**src/hdl/imm_pkg.sv**
```systemverilog
// ----------------------------------------------------------------------------
// imm_pkg
// Shared types and constants of the integer matrix multiply block.
// ----------------------------------------------------------------------------
package imm_pkg;

   localparam int DATA_W      = 32;
   localparam int IDX_W       = 3;
   localparam int DIM_W       = 4;
   localparam int CMD_W       = 2;
   localparam int CSR_IDX_W   = 2;
   localparam int QUEUE_DEPTH = 4;
   localparam int QPTR_W      = $clog2(QUEUE_DEPTH);

   // command codes on req_cmd
   localparam logic [CMD_W-1:0] CMD_LOAD_A  = 2'd0;
   localparam logic [CMD_W-1:0] CMD_LOAD_B  = 2'd1;
   localparam logic [CMD_W-1:0] CMD_COMPUTE = 2'd2;

   // configuration register indexes
   localparam logic [CSR_IDX_W-1:0] CSR_ROWS_A    = 2'd0;
   localparam logic [CSR_IDX_W-1:0] CSR_INNER_DIM = 2'd1;
   localparam logic [CSR_IDX_W-1:0] CSR_COLS_B    = 2'd2;

   localparam logic [DIM_W-1:0] DIM_RESET = 4'd8;

   typedef enum logic [1:0] {
      OP_LOAD_A,
      OP_LOAD_B,
      OP_COMPUTE
   } op_type;

   typedef struct packed {
      op_type              op;
      logic [IDX_W-1:0]    row;
      logic [IDX_W-1:0]    col;
      logic [DATA_W-1:0]   value;
   } q_entry_type;

   typedef enum logic {
      BK_IDLE,
      BK_RUN
   } bk_state_type;

   // tag that travels with one multiply-accumulate step
   typedef struct packed {
      logic             valid;
      logic             first;
      logic             last_k;
      logic             final_res;
      logic [IDX_W-1:0] row;
      logic [IDX_W-1:0] col;
   } mac_tag_type;

   typedef struct packed {
      logic [DIM_W-1:0] rows_a;
      logic [DIM_W-1:0] inner_dim;
      logic [DIM_W-1:0] cols_b;
   } dims_type;

endpackage

```
**src/hdl/imm_front.sv**
```systemverilog
// ----------------------------------------------------------------------------
// imm_front
// Request front end: takes requests, decodes them and pushes them to the queue.
// ----------------------------------------------------------------------------
module imm_front #(
   parameter int MAX_DIM = 8
) (
   input  logic                                clock,
   input  logic                                reset,
   input  logic                                start,
   output logic                                busy,
   input  logic [imm_pkg::CMD_W-1:0]           req_cmd,
   input  logic [imm_pkg::IDX_W-1:0]           req_elem_row,
   input  logic [imm_pkg::IDX_W-1:0]           req_elem_col,
   input  logic signed [imm_pkg::DATA_W-1:0]   req_elem_value,
   output logic                                push,
   output imm_pkg::q_entry_type                push_entry,
   input  logic                                queue_full
);

   logic                 stage_valid_ff, stage_valid_in;
   imm_pkg::q_entry_type stage_ff, stage_in;
   logic                 accept;
   logic                 keep;
   logic                 in_range;

   assign busy   = stage_valid_ff && queue_full;
   assign accept = start && !busy;
   assign push   = stage_valid_ff && !queue_full;
   assign push_entry = stage_ff;

   assign in_range = (int'(req_elem_row) < MAX_DIM) && (int'(req_elem_col) < MAX_DIM);

   // decode: unused codes and out-of-range loads are dropped here
   always_comb begin
      stage_in.row   = req_elem_row;
      stage_in.col   = req_elem_col;
      stage_in.value = $unsigned(req_elem_value);
      stage_in.op    = imm_pkg::OP_COMPUTE;
      keep           = 1'b0;
      case (req_cmd)
         imm_pkg::CMD_LOAD_A: begin
            stage_in.op = imm_pkg::OP_LOAD_A;
            keep        = in_range;
         end
         imm_pkg::CMD_LOAD_B: begin
            stage_in.op = imm_pkg::OP_LOAD_B;
            keep        = in_range;
         end
         imm_pkg::CMD_COMPUTE: begin
            stage_in.op = imm_pkg::OP_COMPUTE;
            keep        = 1'b1;
         end
         default: begin
            keep = 1'b0;
         end
      endcase
   end

   always_comb begin
      stage_valid_in = stage_valid_ff;
      if (accept) begin
         stage_valid_in = keep;
      end else if (push) begin
         stage_valid_in = 1'b0;
      end
   end

   always_ff @(posedge clock) begin
      if (reset) begin
         stage_valid_ff <= 1'b0;
      end else begin
         stage_valid_ff <= stage_valid_in;
      end
   end

   always_ff @(posedge clock) begin
      if (accept) begin
         stage_ff <= stage_in;
      end
   end

endmodule

```
**config.mk**
```make
export PLATFORM = sky130hd
export DESIGN_NAME = imm_front
export DESIGN_NICKNAME = d
export VERILOG_FILES = /design/src/hdl/imm_pkg.sv /design/src/hdl/imm_front.sv
export SDC_FILE = /design/constraint.sdc
export NUM_CORES = 1
export LEC_CHECK = 0
export ABC_CLOCK_PERIOD_IN_PS = 3150
export BUFFER_PORTS_ARGS = -buffer_cell sky130_fd_sc_hd__buf_2
export CAP_MARGIN = 15
export CORE_MARGIN = 2
export CORE_UTILIZATION = 34
export CTS_BUF_LIST = sky130_fd_sc_hd__clkbuf_4
export CTS_CLUSTER_DIAMETER = 30
export DETAILED_ROUTE_END_ITERATION = 8
export GPL_TIMING_DRIVEN = 0
export PLACE_DENSITY = 0.67
export REMOVE_ABC_BUFFERS = 1
export SYNTH_ARGS = -nofsm -noshare
export SYNTH_HDL_FRONTEND = slang
export SYNTH_SLANG_ARGS = --single-unit
```
**constraint.sdc**
```tcl
create_clock -name clock -period 3.15 [get_ports clock]
set_input_delay 0.4725 -clock clock [delete_from_list [all_inputs] [get_ports clock]]
set_output_delay 0.4725 -clock clock [all_outputs]
set_load 0.05 [all_outputs]
```
### Word-level counts from Yosys, hierarchy flattened

Index checks and enable logic that the tools add are counted.

| cells by class | value |
|---|---|
| muxes and demuxes | 4 |
| eq/ne operators | 2 |
| reduce and logical (&&, ||, !) cells | 8 |

Operators with widths:

| operator | number |
|---|---|
| one-hot mux 2 bit (2 select lines) | 1 |
| logical AND 1 bit | 3 |
| two-way mux 1 bit | 3 |
| OR reduction 3 bit | 1 |
| equality test 2 x 1 -> 1 bit (second input constant) | 1 |
| equality test 2 bit (second input constant) | 1 |
| zero test 1 bit | 2 |
| zero test 2 bit | 1 |
| nonzero test 2 bit | 1 |

| word-level totals | value |
|---|---|
| bits of input ports | 44 |
| word-level logic and storage cells | 19 |
| output and inout port bits | 42 |
| register bits after elaboration | 41 |

### Longest topological paths before layout

| depth | value |
|---|---|
| depth in word-level cells | 4 |
| depth in mapped cells | 2 |
| gate-level depth less buffers | 2 |

### Least setup slack after synthesis

No wires, ideal clock.

| path | value |
|---|---|
| path type | input to register |
| from | input queue_full |
| to | register stage_ff (netlist bit push_entry[0]) (enable) |
| slack | 207 ps |
| arrival time | 2501 ps |
| buffers on the path | 0 |
| data required time | 2708 ps |
| setup time | 442 ps |
| stages | 2 |
| path through | and2_4 nor2b_1 |

| on the way | value |
|---|---|
| longest elaborated chain between the ends | 3 |

Ends and longest elaborated chain:

| element | line | source |
|---|---|---|
| from (decl) | imm_front.sv:18 | `input logic queue_full` |
| logical AND 1 bit | imm_front.sv:27 | `assign busy = stage_valid_ff && queue_full;` |
| zero test 1 bit | imm_front.sv:28 | `assign accept = start && !busy;` |
| logical AND 1 bit | imm_front.sv:28 |  |
| via accept | imm_front.sv:23 | `logic accept;` |
| to (signal assigned) | imm_front.sv:79 | `stage_ff <= stage_in;` |
| to (decl) | imm_front.sv:22 | `imm_pkg::q_entry_type stage_ff, stage_in;` |

The timed path passes the listed nets, and every way through them passes these cells.
A chain may end at the register's enable or synchronous reset.

### Final worst setup path

| path | value |
|---|---|
| from | register stage_valid_ff |
| to | output busy |

| on the way | value |
|---|---|
| longest elaborated chain between the ends | 1 |

Ends and longest elaborated chain:

| element | line | source |
|---|---|---|
| from (decl) | imm_front.sv:21 | `logic stage_valid_ff, stage_valid_in;` |
| from (signal assigned) | imm_front.sv:73 | `stage_valid_ff <= stage_valid_in;` |
| logical AND 1 bit | imm_front.sv:27 |  |
| to (decl) | imm_front.sv:11 | `output logic busy,` |

Every way passes these cells.

==> impl_metrics.ini <==
[clock_tree]
cts_made_buffers = 5
clock_sinks = 41
cts_max_level = 2
clock_path_buffers = 2
cts_root_buf = clkbuf_4
hold_buffers = 0
clk_latency_ps = 340
cts_tree = yes
clk_pin_slew_ps = 110
cts-resized-gates = 0
postCtsSetupBuffers = 0

[worst_setup_path]
cp_slowest_cell = dfxtp_1
critPathMaxStageDelay_ps = 360
r2r_end = push_entry[1]
setup.worst_path.class = flip-flop to primary output
crit_required_ps = 2680
path_cells = and2_4, buf_2
critical-path-top-delay-family = flip-flops
path_max_fanout = 3
rrSetupSlack_ps = 1960
start_kind = flip-flop
endpoint = busy
cp.depth = 2
startpoint = stage_valid_ff
r2r_cells = 3
worst-path-buf-inv = 1
r2r-start = stage_valid_ff
cp-end-kind = primary output
critPathArrivalTime_ps = 1120

[yosys]
synth_area_leaders = edfxtp_1, dfxtp_1, nor2b_1
synth_area_sq_mm = 0.00127
ys_types = 8
yosys_warnings = 0
syn_inst = 48
yosysSeqAreaShare_pct = 96.0
yosys.area.top_type_share_pct = 94.4
yosys.area.top_type = edfxtp_1
avgSynthCellArea_sq_um = 26.5
ys_seq_elements = 41

[grt]
grt.total_usage_pct = 11.7
grt_pass1_wl_microns = 3460
antenna_found_initial = 0
grt_max_degree = 39
grt_pass1_vias = 799
overflow = 0

[final_layout]
num-nets-final = 184
syn_to_final_growth_pct = 48.1
postLayoutCellArea_sq_mm = 0.00188
stdcell_count = 189
drive_gt1_share_pct = 68.8
diodes = 0

[floorplanning]
coreArea_sq_mm = 0.00363
initial_core_util_pct = 35.0
die_w_microns = 65.2
rows = 22
die-area_sq_mm = 0.00425
die_y_microns = 65.2
ios = 86

[route]
route.vias.total = 767
first_iter_violations = 21
drcViolationCount = 0
routed_wl_microns = 2340
antenna_left = 0
routed_via_density = 4.06
drtPass1Iterations = 3
wl_per_cell_microns = 12.4

[timing]
skew_ps = 2.06
setup_violations = 0
worst_pin_slew_ps = 262
hold_viol_final = 0
slew_headroom_pct = 82.7
rsz0062_at_grt = false
slew_violations = 0
fmax_mhz = 626
fin_crit_sh_pct = 50.7
period_minus_slack_ps = 1600

[run_status]
outcome = finished clean

[placed_design]
dpl.hpwl_microns = 1780
placed_area_sq_mm = 0.00178
place_congestion = 0.689
placed_cells = 181
io_buffers = 85

[min_path]
hold_path.class = input port to flip-flop

[power_and_ir_drop]
p_leak_uw = 0.000831
p_per_area_mw_per_mm2 = 656
vdd_drop_max_uv = 285

[flow_run]
cap_violations = 0
==> worst min path at each step <==
stage                       start        endpoint  cells after the start
2_1_floorplan   req_elem_value[0]   push_entry[0]                      0
3_3_place_gp       stage_valid_ff  stage_valid_ff                      2
3_5_place_dp       stage_valid_ff  stage_valid_ff                      2
4_1_cts        req_elem_value[12]  push_entry[12]                      1
5_1_grt           req_elem_row[2]  push_entry[37]                      1
6_report       req_elem_value[12]  push_entry[12]                      1
==> registers in the layout, summed over array words and instances (netlist names) <==
register / cells
stage_valid_ff: 1
push_entry: 40
==> power breakdown <==
part           switching [uW]  internal [uW]
sequential               6.82            636
clock                     159            246
combinational             143           45.8
total                     309            928
==> layout make-up <==
type / count / area [sq um]
clock buffers: 5 / 37.5
fillers: 333 / 1750
well taps: 48 / 60.1
flip-flops and latches: 41 / 1220
repair buffers: 86 / 445
clock inverters: 3 / 65.1
multi-input cells: 6 / 55.1
==> layer usage <==
| metal | vias up | routed length (microns) | global-route usage (%) |
|---|---|---|---|
| met4 | 0 | 46 | 6.25 |
| met5 | - | 0 | 0 |
| met1 | 335 | 779 | 11.1 |
| li1 | 371 | - | - |
| met2 | 56 | 1130 | 18.0 |
| met3 | 5 | 379 | 8.90 |
==> placed cells by master (no fill, tap or decap) <==
master	n
buf_2	85
edfxtp_1	40
clkbuf_4	5
bufinv_16	2
and2_4	1
nor2b_4	1
and2b_2	1
nor2b_1	1
a21boi_0	1
o21ba_1	1
clkinv_2	1
buf_12	1
dfxtp_1	1
==> worst register-to-register path: cells and delay by family (launching register included) <==
family,cells,cell delay [ps]
AND/OR/NAND/NOR,2,310
flip-flops,1,340
buffers and inverters,1,230
==> cell families (layout without fill, tap and decap cells) <==
logic type             count (synthesis)  count (layout)  share of synthesized area (%)
AOI/OAI and AO/OA                      2               2                           1.38
buffers and inverters                  1              94                          0.295
DFF                                   41              41                           96.0
and+or+nand+nor                        4               4                           2.36
==> stage by stage <==
stage / power [uW] / setup TNS, ps / hold WS [ps] / setup WS, ps / util, %
2_1_floorplan: 785 / 0 / 571 / 207 / -
3_3_place_gp: 840 / -12020 / 588 / -302 / 48.3
3_5_place_dp: 847 / 0 / 644 / 1650 / 49.0
4_1_cts: 1250 / 0 / 281 / 1530 / 51.9
5_1_grt: 1280 / 0 / 263 / 1470 / 51.9
6_report: 1240 / 0 / 301 / 1550 / 51.9
==> synthesized netlist by cell type (all sizes together) <==
library cell and number:
edfxtp 40, nor2b 2, a21boi 1, and2 1
and2b 1, clkbuf 1, dfxtp 1, o21ba 1
No activity file was read; power rests on OpenSTA's default activity.
