==> src/hdl/imm_pkg.sv <==
// ----------------------------------------------------------------------------
// imm_pkg
// Shared types and constants of the integer matrix multiply block.
// ----------------------------------------------------------------------------
package imm_pkg;

   localparam int DATA_W      = 32;
   localparam int IDX_W       = 3;
   localparam int DIM_W       = 4;
   localparam int CMD_W       = 2;
   localparam int CSR_IDX_W   = 2;
   localparam int QUEUE_DEPTH = 4;
   localparam int QPTR_W      = $clog2(QUEUE_DEPTH);

   // command codes on req_cmd
   localparam logic [CMD_W-1:0] CMD_LOAD_A  = 2'd0;
   localparam logic [CMD_W-1:0] CMD_LOAD_B  = 2'd1;
   localparam logic [CMD_W-1:0] CMD_COMPUTE = 2'd2;

   // configuration register indexes
   localparam logic [CSR_IDX_W-1:0] CSR_ROWS_A    = 2'd0;
   localparam logic [CSR_IDX_W-1:0] CSR_INNER_DIM = 2'd1;
   localparam logic [CSR_IDX_W-1:0] CSR_COLS_B    = 2'd2;

   localparam logic [DIM_W-1:0] DIM_RESET = 4'd8;

   typedef enum logic [1:0] {
      OP_LOAD_A,
      OP_LOAD_B,
      OP_COMPUTE
   } op_type;

   typedef struct packed {
      op_type              op;
      logic [IDX_W-1:0]    row;
      logic [IDX_W-1:0]    col;
      logic [DATA_W-1:0]   value;
   } q_entry_type;

   typedef enum logic {
      BK_IDLE,
      BK_RUN
   } bk_state_type;

   // tag that travels with one multiply-accumulate step
   typedef struct packed {
      logic             valid;
      logic             first;
      logic             last_k;
      logic             final_res;
      logic [IDX_W-1:0] row;
      logic [IDX_W-1:0] col;
   } mac_tag_type;

   typedef struct packed {
      logic [DIM_W-1:0] rows_a;
      logic [DIM_W-1:0] inner_dim;
      logic [DIM_W-1:0] cols_b;
   } dims_type;

endpackage

==> src/hdl/imm_queue.sv <==
// ----------------------------------------------------------------------------
// imm_queue
// Small FIFO of decoded requests between the front end and the engine.
// ----------------------------------------------------------------------------
module imm_queue (
   input  logic                 clock,
   input  logic                 reset,
   input  logic                 push,
   input  imm_pkg::q_entry_type push_entry,
   output logic                 full,
   input  logic                 pop,
   output imm_pkg::q_entry_type pop_entry,
   output logic                 empty
);

   imm_pkg::q_entry_type             slot_ff [imm_pkg::QUEUE_DEPTH];
   logic [imm_pkg::QPTR_W-1:0]       wr_ptr_ff, wr_ptr_in;
   logic [imm_pkg::QPTR_W-1:0]       rd_ptr_ff, rd_ptr_in;
   logic [imm_pkg::QPTR_W:0]         count_ff, count_in;
   logic                             do_push;
   logic                             do_pop;

   assign full      = (count_ff == (imm_pkg::QPTR_W+1)'(imm_pkg::QUEUE_DEPTH));
   assign empty     = (count_ff == '0);
   assign do_push   = push && !full;
   assign do_pop    = pop && !empty;
   assign pop_entry = slot_ff[rd_ptr_ff];

   always_comb begin
      wr_ptr_in = do_push ? wr_ptr_ff + 1'b1 : wr_ptr_ff;
      rd_ptr_in = do_pop  ? rd_ptr_ff + 1'b1 : rd_ptr_ff;
      count_in  = count_ff;
      if (do_push && !do_pop) begin
         count_in = count_ff + 1'b1;
      end else if (do_pop && !do_push) begin
         count_in = count_ff - 1'b1;
      end
   end

   always_ff @(posedge clock) begin
      if (reset) begin
         wr_ptr_ff <= '0;
         rd_ptr_ff <= '0;
         count_ff  <= '0;
      end else begin
         wr_ptr_ff <= wr_ptr_in;
         rd_ptr_ff <= rd_ptr_in;
         count_ff  <= count_in;
      end
   end

   always_ff @(posedge clock) begin
      if (do_push) begin
         slot_ff[wr_ptr_ff] <= push_entry;
      end
   end

endmodule

==> config.mk <==
export PLATFORM = sky130hd
export DESIGN_NAME = imm_queue
export DESIGN_NICKNAME = d
export VERILOG_FILES = /design/src/hdl/imm_pkg.sv /design/src/hdl/imm_queue.sv
export SDC_FILE = /design/constraint.sdc
export NUM_CORES = 1
export LEC_CHECK = 0
export ABC_AREA = 0
export BUFFER_PORTS_ARGS = -buffer_cell sky130_fd_sc_hd__buf_2
export CORE_UTILIZATION = 45
export DETAILED_ROUTE_END_ITERATION = 6
export REMOVE_ABC_BUFFERS = 1
export SLEW_MARGIN = 20
export SYNTH_ARGS = -nofsm -noshare
export SYNTH_HDL_FRONTEND = slang
export SYNTH_SLANG_ARGS = --single-unit
==> constraint.sdc <==
create_clock -name clock -period 5.4 [get_ports clock]
set_clock_uncertainty 0.2 [all_clocks]
set_input_delay 1.08 -clock clock [delete_from_list [all_inputs] [get_ports clock]]
set_output_delay 1.08 -clock clock [all_outputs]
set_load 0.01 [all_outputs]
======== Word level (Yosys, flattened, before mapping) ========
Memories as Yosys holds them, arrays and structs flattened. A register that Yosys moved wholly into a read port is not among the register bits.
Index checks and enable logic that the tools add are counted.
cells by class
  add/subtract/negate cells ............... 4
  mux-type cells .......................... 6
  reduce and logical (&&, ||, !) cells .... 10
  equal/unequal tests ..................... 1
operators by type and width
  kind                                                                count
  3-bit 2-to-1 mux                                                    2
  2-bit by 1-bit adder with 2-bit output, second input constant       2
  1-bit logical AND                                                   4
  1-bit logical NOT                                                   4
  2-bit 2-to-1 mux                                                    2
  3-bit by 1-bit adder with 3-bit output, second input constant       1
  3-bit == test, second input constant                                1
  3-bit logical NOT                                                   1
  3-bit by 1-bit subtractor with 3-bit output, second input constant  1
  1-bit 2-to-1 mux                                                    2
  2-bit nonzero test                                                  1
storage, ports and cells
  register bits ........................... 7
  memories kept ........................... 1
  bits of input ports ..................... 44
  output and inout bits ................... 42
  memory bits (writable) .................. 160
  logic and storage cells ................. 25
memories
  memory   depth  bits a word  rd ports  clocked after memory_dff  write ports  line             RTL
  slot_ff  4      40           1         1                         1            imm_queue.sv:16  imm_pkg::q_entry_type slot_ff [imm_pkg::QUEUE_DEPTH];

======== Logic depth before layout (Yosys ltp) ========
  word-level depth ........................ 7
  depth in mapped cells ................... 8
  gate-level depth less buffers ........... 8

======== Worst setup path after synthesis ========
Ideal clock, no wire load.
  path type ............................... input-to-reg
  start ................................... in push
  end ..................................... mem slot_ff[0][0] in the netlist's numbering (enable)
  setup slack ............................. 2.440 ns
  data required time ...................... 4.799 ns
  library setup time ...................... 0.401 ns
  buffers on the path ..................... 0
  cell stages on the path ................. 3
  arrival ................................. 2.359 ns
  path through ............................ clkinv_1 nor2_2 and2_1
on the way
  cells in the longest elaborated chain, start to end .. 3
ends and longest elaborated chain
  item                                    line             RTL
  from (decl)                             imm_queue.sv:8   input logic push,
  1-bit logical AND                       imm_queue.sv:25  assign do_push = push && !full;
  via do_push                             imm_queue.sv:20  logic do_push;
  1-bit 2-to-1 mux                        imm_queue.sv:53  if (do_push) begin
  1-bit 2-to-1 mux (implied by the code)  imm_queue.sv:54  slot_ff[wr_ptr_ff] <= push_entry;
  to (decl)                               imm_queue.sv:16
The timed path passes the listed nets, and every way through them passes these cells.

==> flow_summary.rst <==
.. list-table::
   :header-rows: 1

   * - Metric
     - Value
   * - Horizontal die dimension
     - 120 µm
   * - CTS buffer count
     - 17
   * - Final period demand of the worst path
     - 3390 ps
   * - Number of detailed-route iterations in the first pass
     - 4
   * - Post-DR vias/cell
     - 5.16
   * - # hold bufs at CTS
     - 0
   * - Summed negative setup slack over all endpoints
     - 0 ps
   * - Cell types with the largest area share after synthesis
     - edfxtp_1, mux4_2, dfxtp_1
   * - Worst ir drop on vdd
     - 0.250 mV
   * - Required time worst endpoint
     - 4120 ps
   * - Aggregate routed wire length
     - 10,600 µm
   * - Die Y
     - 120 µm
   * - Asr flop ratio synth
     - 0
   * - Launching element type of the critical path
     - register
   * - Final period util
     - 0.629
   * - Worst min-delay path startpoint
     - rd_ptr_ff[0]$_SDFFE_PP0P_
   * - Sinks on the clock net
     - 169
   * - Highest-delay cell along the critical path
     - dfxtp_4
   * - Synthesis-to-finish area growth
     - 18.8%
   * - Initial core utilization
     - 0.467
   * - Core region area
     - 13,500 µm²
   * - Mean area per synthesized cell
     - 24.5 µm²
   * - Maximum number of pins on one net before global-route repair
     - 41
   * - Clock Latency Late Sink
     - 410 ps
   * - CTS resizes
     - 0
   * - Final weighted congestion in routability-driven placement
     - 0.705
   * - Routed wire length per instance
     - 19.4 µm
   * - Violation count after the first detailed-route iteration
     - 305
   * - Sequential fraction of the synthesis area
     - 0.793
   * - Maximum net fanout on the critical path
     - 40
   * - Static Leak
     - 2.54 nW
   * - Ports
     - 86
   * - Flip-flop and latch count after synthesis
     - 169
   * - Final-report max-slew violation count
     - 0
   * - Post-synth EDFFs
     - 160
   * - Slew of the pin with the lowest slew margin
     - 820 ps
   * - Number of inserted filler cells in the final layout
     - 1,085
   * - Cell area power density
     - 483 nW/µm²
   * - Maximum single-stage delay on the critical path
     - 890 ps
   * - Area of the mapped netlist
     - 6290 µm²
   * - HPWL after detailed placement
     - 6270 µm
   * - DRC
     - 0
   * - CTS tree
     - yes
   * - Number of unique standard cell types used by synthesis
     - 24
   * - Wire length of the first global-routing pass
     - 16,300 µm
   * - Final count of hold timing violations
     - 0
   * - Worst Setup End Kind
     - primary output
   * - Tightest slew margin relative to the limit
     - 0.454
   * - Number of global-route vias before repair
     - 3,017
   * - Dominant synthesized flop cell
     - edfxtp_1
   * - Reg2reg start
     - count_ff[0]$_SDFFE_PP0P_
   * - Clock H-tree levels
     - 4
   * - Worst min-delay path class
     - reg2reg
   * - GRT overflow
     - 0
   * - Count of nets left with antenna violations after detail routing
     - 0
   * - Fraction of layout cells with a size suffix above 1
     - 0.448
   * - Port Buffer Count
     - 85
   * - Outcome
     - completed
   * - Most frequent cells after synthesis
     - edfxtp_1, mux4_2, dfxtp_1
   * - Arrival time of data at the critical path endpoint
     - 2110 ps
   * - Floorplan row count
     - 42
   * - Initial antenna violation count
     - 2
   * - Via count
     - 2,814
   * - Warnings, synthesis
     - 0
   * - Largest area contributor in the synthesized netlist
     - edfxtp_1
   * - Synth Instances
     - 257
   * - Fraction of synthesized cell area taken by the top area cell type
     - 0.764
   * - Root buffer cell
     - clkbuf_16
   * - Die Footprint
     - 14,400 µm²
   * - Critical path class
     - reg2out
   * - Combined buffer and inverter count along the critical path
     - 1
   * - Maximum clock frequency
     - 295 MHz
   * - Crit-path leading delay family
     - flip-flops
   * - GRT Resource Usage Total
     - 0.157
   * - # Post-CTS Setup Buffers
     - 0
   * - Final Setup Violations
     - 0
   * - Clk slew on worst S/H paths
     - 60 ps
   * - Most used standard cell by instance count after synthesis
     - edfxtp_1
   * - Unrepaired setup endpoints after global routing
     - no
   * - Number of violations of the max-capacitance limit
     - 0
   * - Maximum root-to-sink buffer count
     - 2
   * - Final cell utilization of the core
     - 0.555
   * - Cells along the critical path
     - mux4_2 > buf_2
   * - Net total in the final layout
     - 406
cell type report:
type	instances	area (µm²)	area share
diodes	1	2.50	0.000335
clock buffers	19	433	0.0580
clock inverters	12	156	0.0209
inverters	4	15.0	0.00201
multi-input cells	74	1180	0.158
flip-flops and latches	169	4990	0.668
well taps	176	220	0.0295
repair buffers	90	475	0.0637
stage by stage:
stage / setup slack [ps] / std cells / hold slack [ps] / area (µm²) / power (W)
2_1_floorplan: 1670 / 247 / 281 / 6170 / 0.00216
3_3_place_gp: 2350 / 512 / 301 / 6860 / 0.00243
3_5_place_dp: 2340 / 512 / 319 / 6860 / 0.00244
4_1_cts: 1920 / 543 / 343 / 7450 / 0.00365
5_1_grt: 1830 / 544 / 360 / 7470 / 0.00376
6_report: 2010 / 545 / 339 / 7470 / 0.00361
worst register-to-register path: cells and delay by family (launching register included):
| family | cells | cell delay, ps |
|---|---|---|
| flip-flops | 1 | 500 |
| buffers and inverters | 1 | 420 |
| AND/OR/NAND/NOR | 3 | 930 |
registers in the layout, indices dropped and copies added, names as in the netlist, named ones only:
name and count:
count_ff 3, rd_ptr_ff 2, slot_ff 160, wr_ptr_ff 2
placed cells by master, fill, tap and decap left out, types with 2 or more instances in the layout:
master / netlist / final
buf_2: 4 / 85
edfxtp_1: 160 / 160
inv_1: 3 / 3
nor2_1: 5 / 5
or3_1: 2 / 2
clkinv_1: 1 / 4
a21oi_1: 2 / 2
bufinv_16: 0 / 4
buf_4: 0 / 4
clkinv_2: 0 / 5
ha_1: 5 / 5
mux4_2: 40 / 40
clkbuf_16: 0 / 17
o21ai_0: 2 / 2
dfxtp_1: 9 / 7
xor2_1: 4 / 4
clkbuf_1: 1 / 2
and2_2: 0 / 4
nand2b_1: 2 / 2
mux2i_1: 2 / 2
worst paths after layout:
path	to	slack, ps	cells after the start
worst max register to register	slot_ff[1][33]$_DFFE_PP_	3020	4
worst min-delay path	register	340	2
worst max-delay path	pop_entry[7]	2010	2
worst min register to register	register	340	2
cells by family (layout without fill, tap and decap cells):
kind of cell | count (synthesis) | after routing | share of synthesized area
flip-flops | 169 | 169 | 0.793
multiplexers | 42 | 42 | 0.146
AND/OR/NAND/NOR | 16 | 16 | 0.0147
buffers and inverters | 14 | 125 | 0.0207
adder cells (fa/ha/maj) | 6 | 6 | 0.0131
AO/OA/AOI/OAI | 6 | 6 | 0.00657
XOR/XNOR | 4 | 4 | 0.00557
other | 0 | 1 | 0
where the power goes:
group | switching (W) | internal [W]
registers | 0.000131 | 0.00158
logic | 0.000313 | 0.000373
clock network | 0.000450 | 0.000761
total | 0.000894 | 0.00271
per-layer routing:
layer | wire (µm) | track usage
met5 | 13 | 0
met4 | 170 | 0.0586
met3 | 813 | 0.0623
met2 | 4920 | 0.231
met1 | 4680 | 0.212
Power figures use the tool's default switching activity.
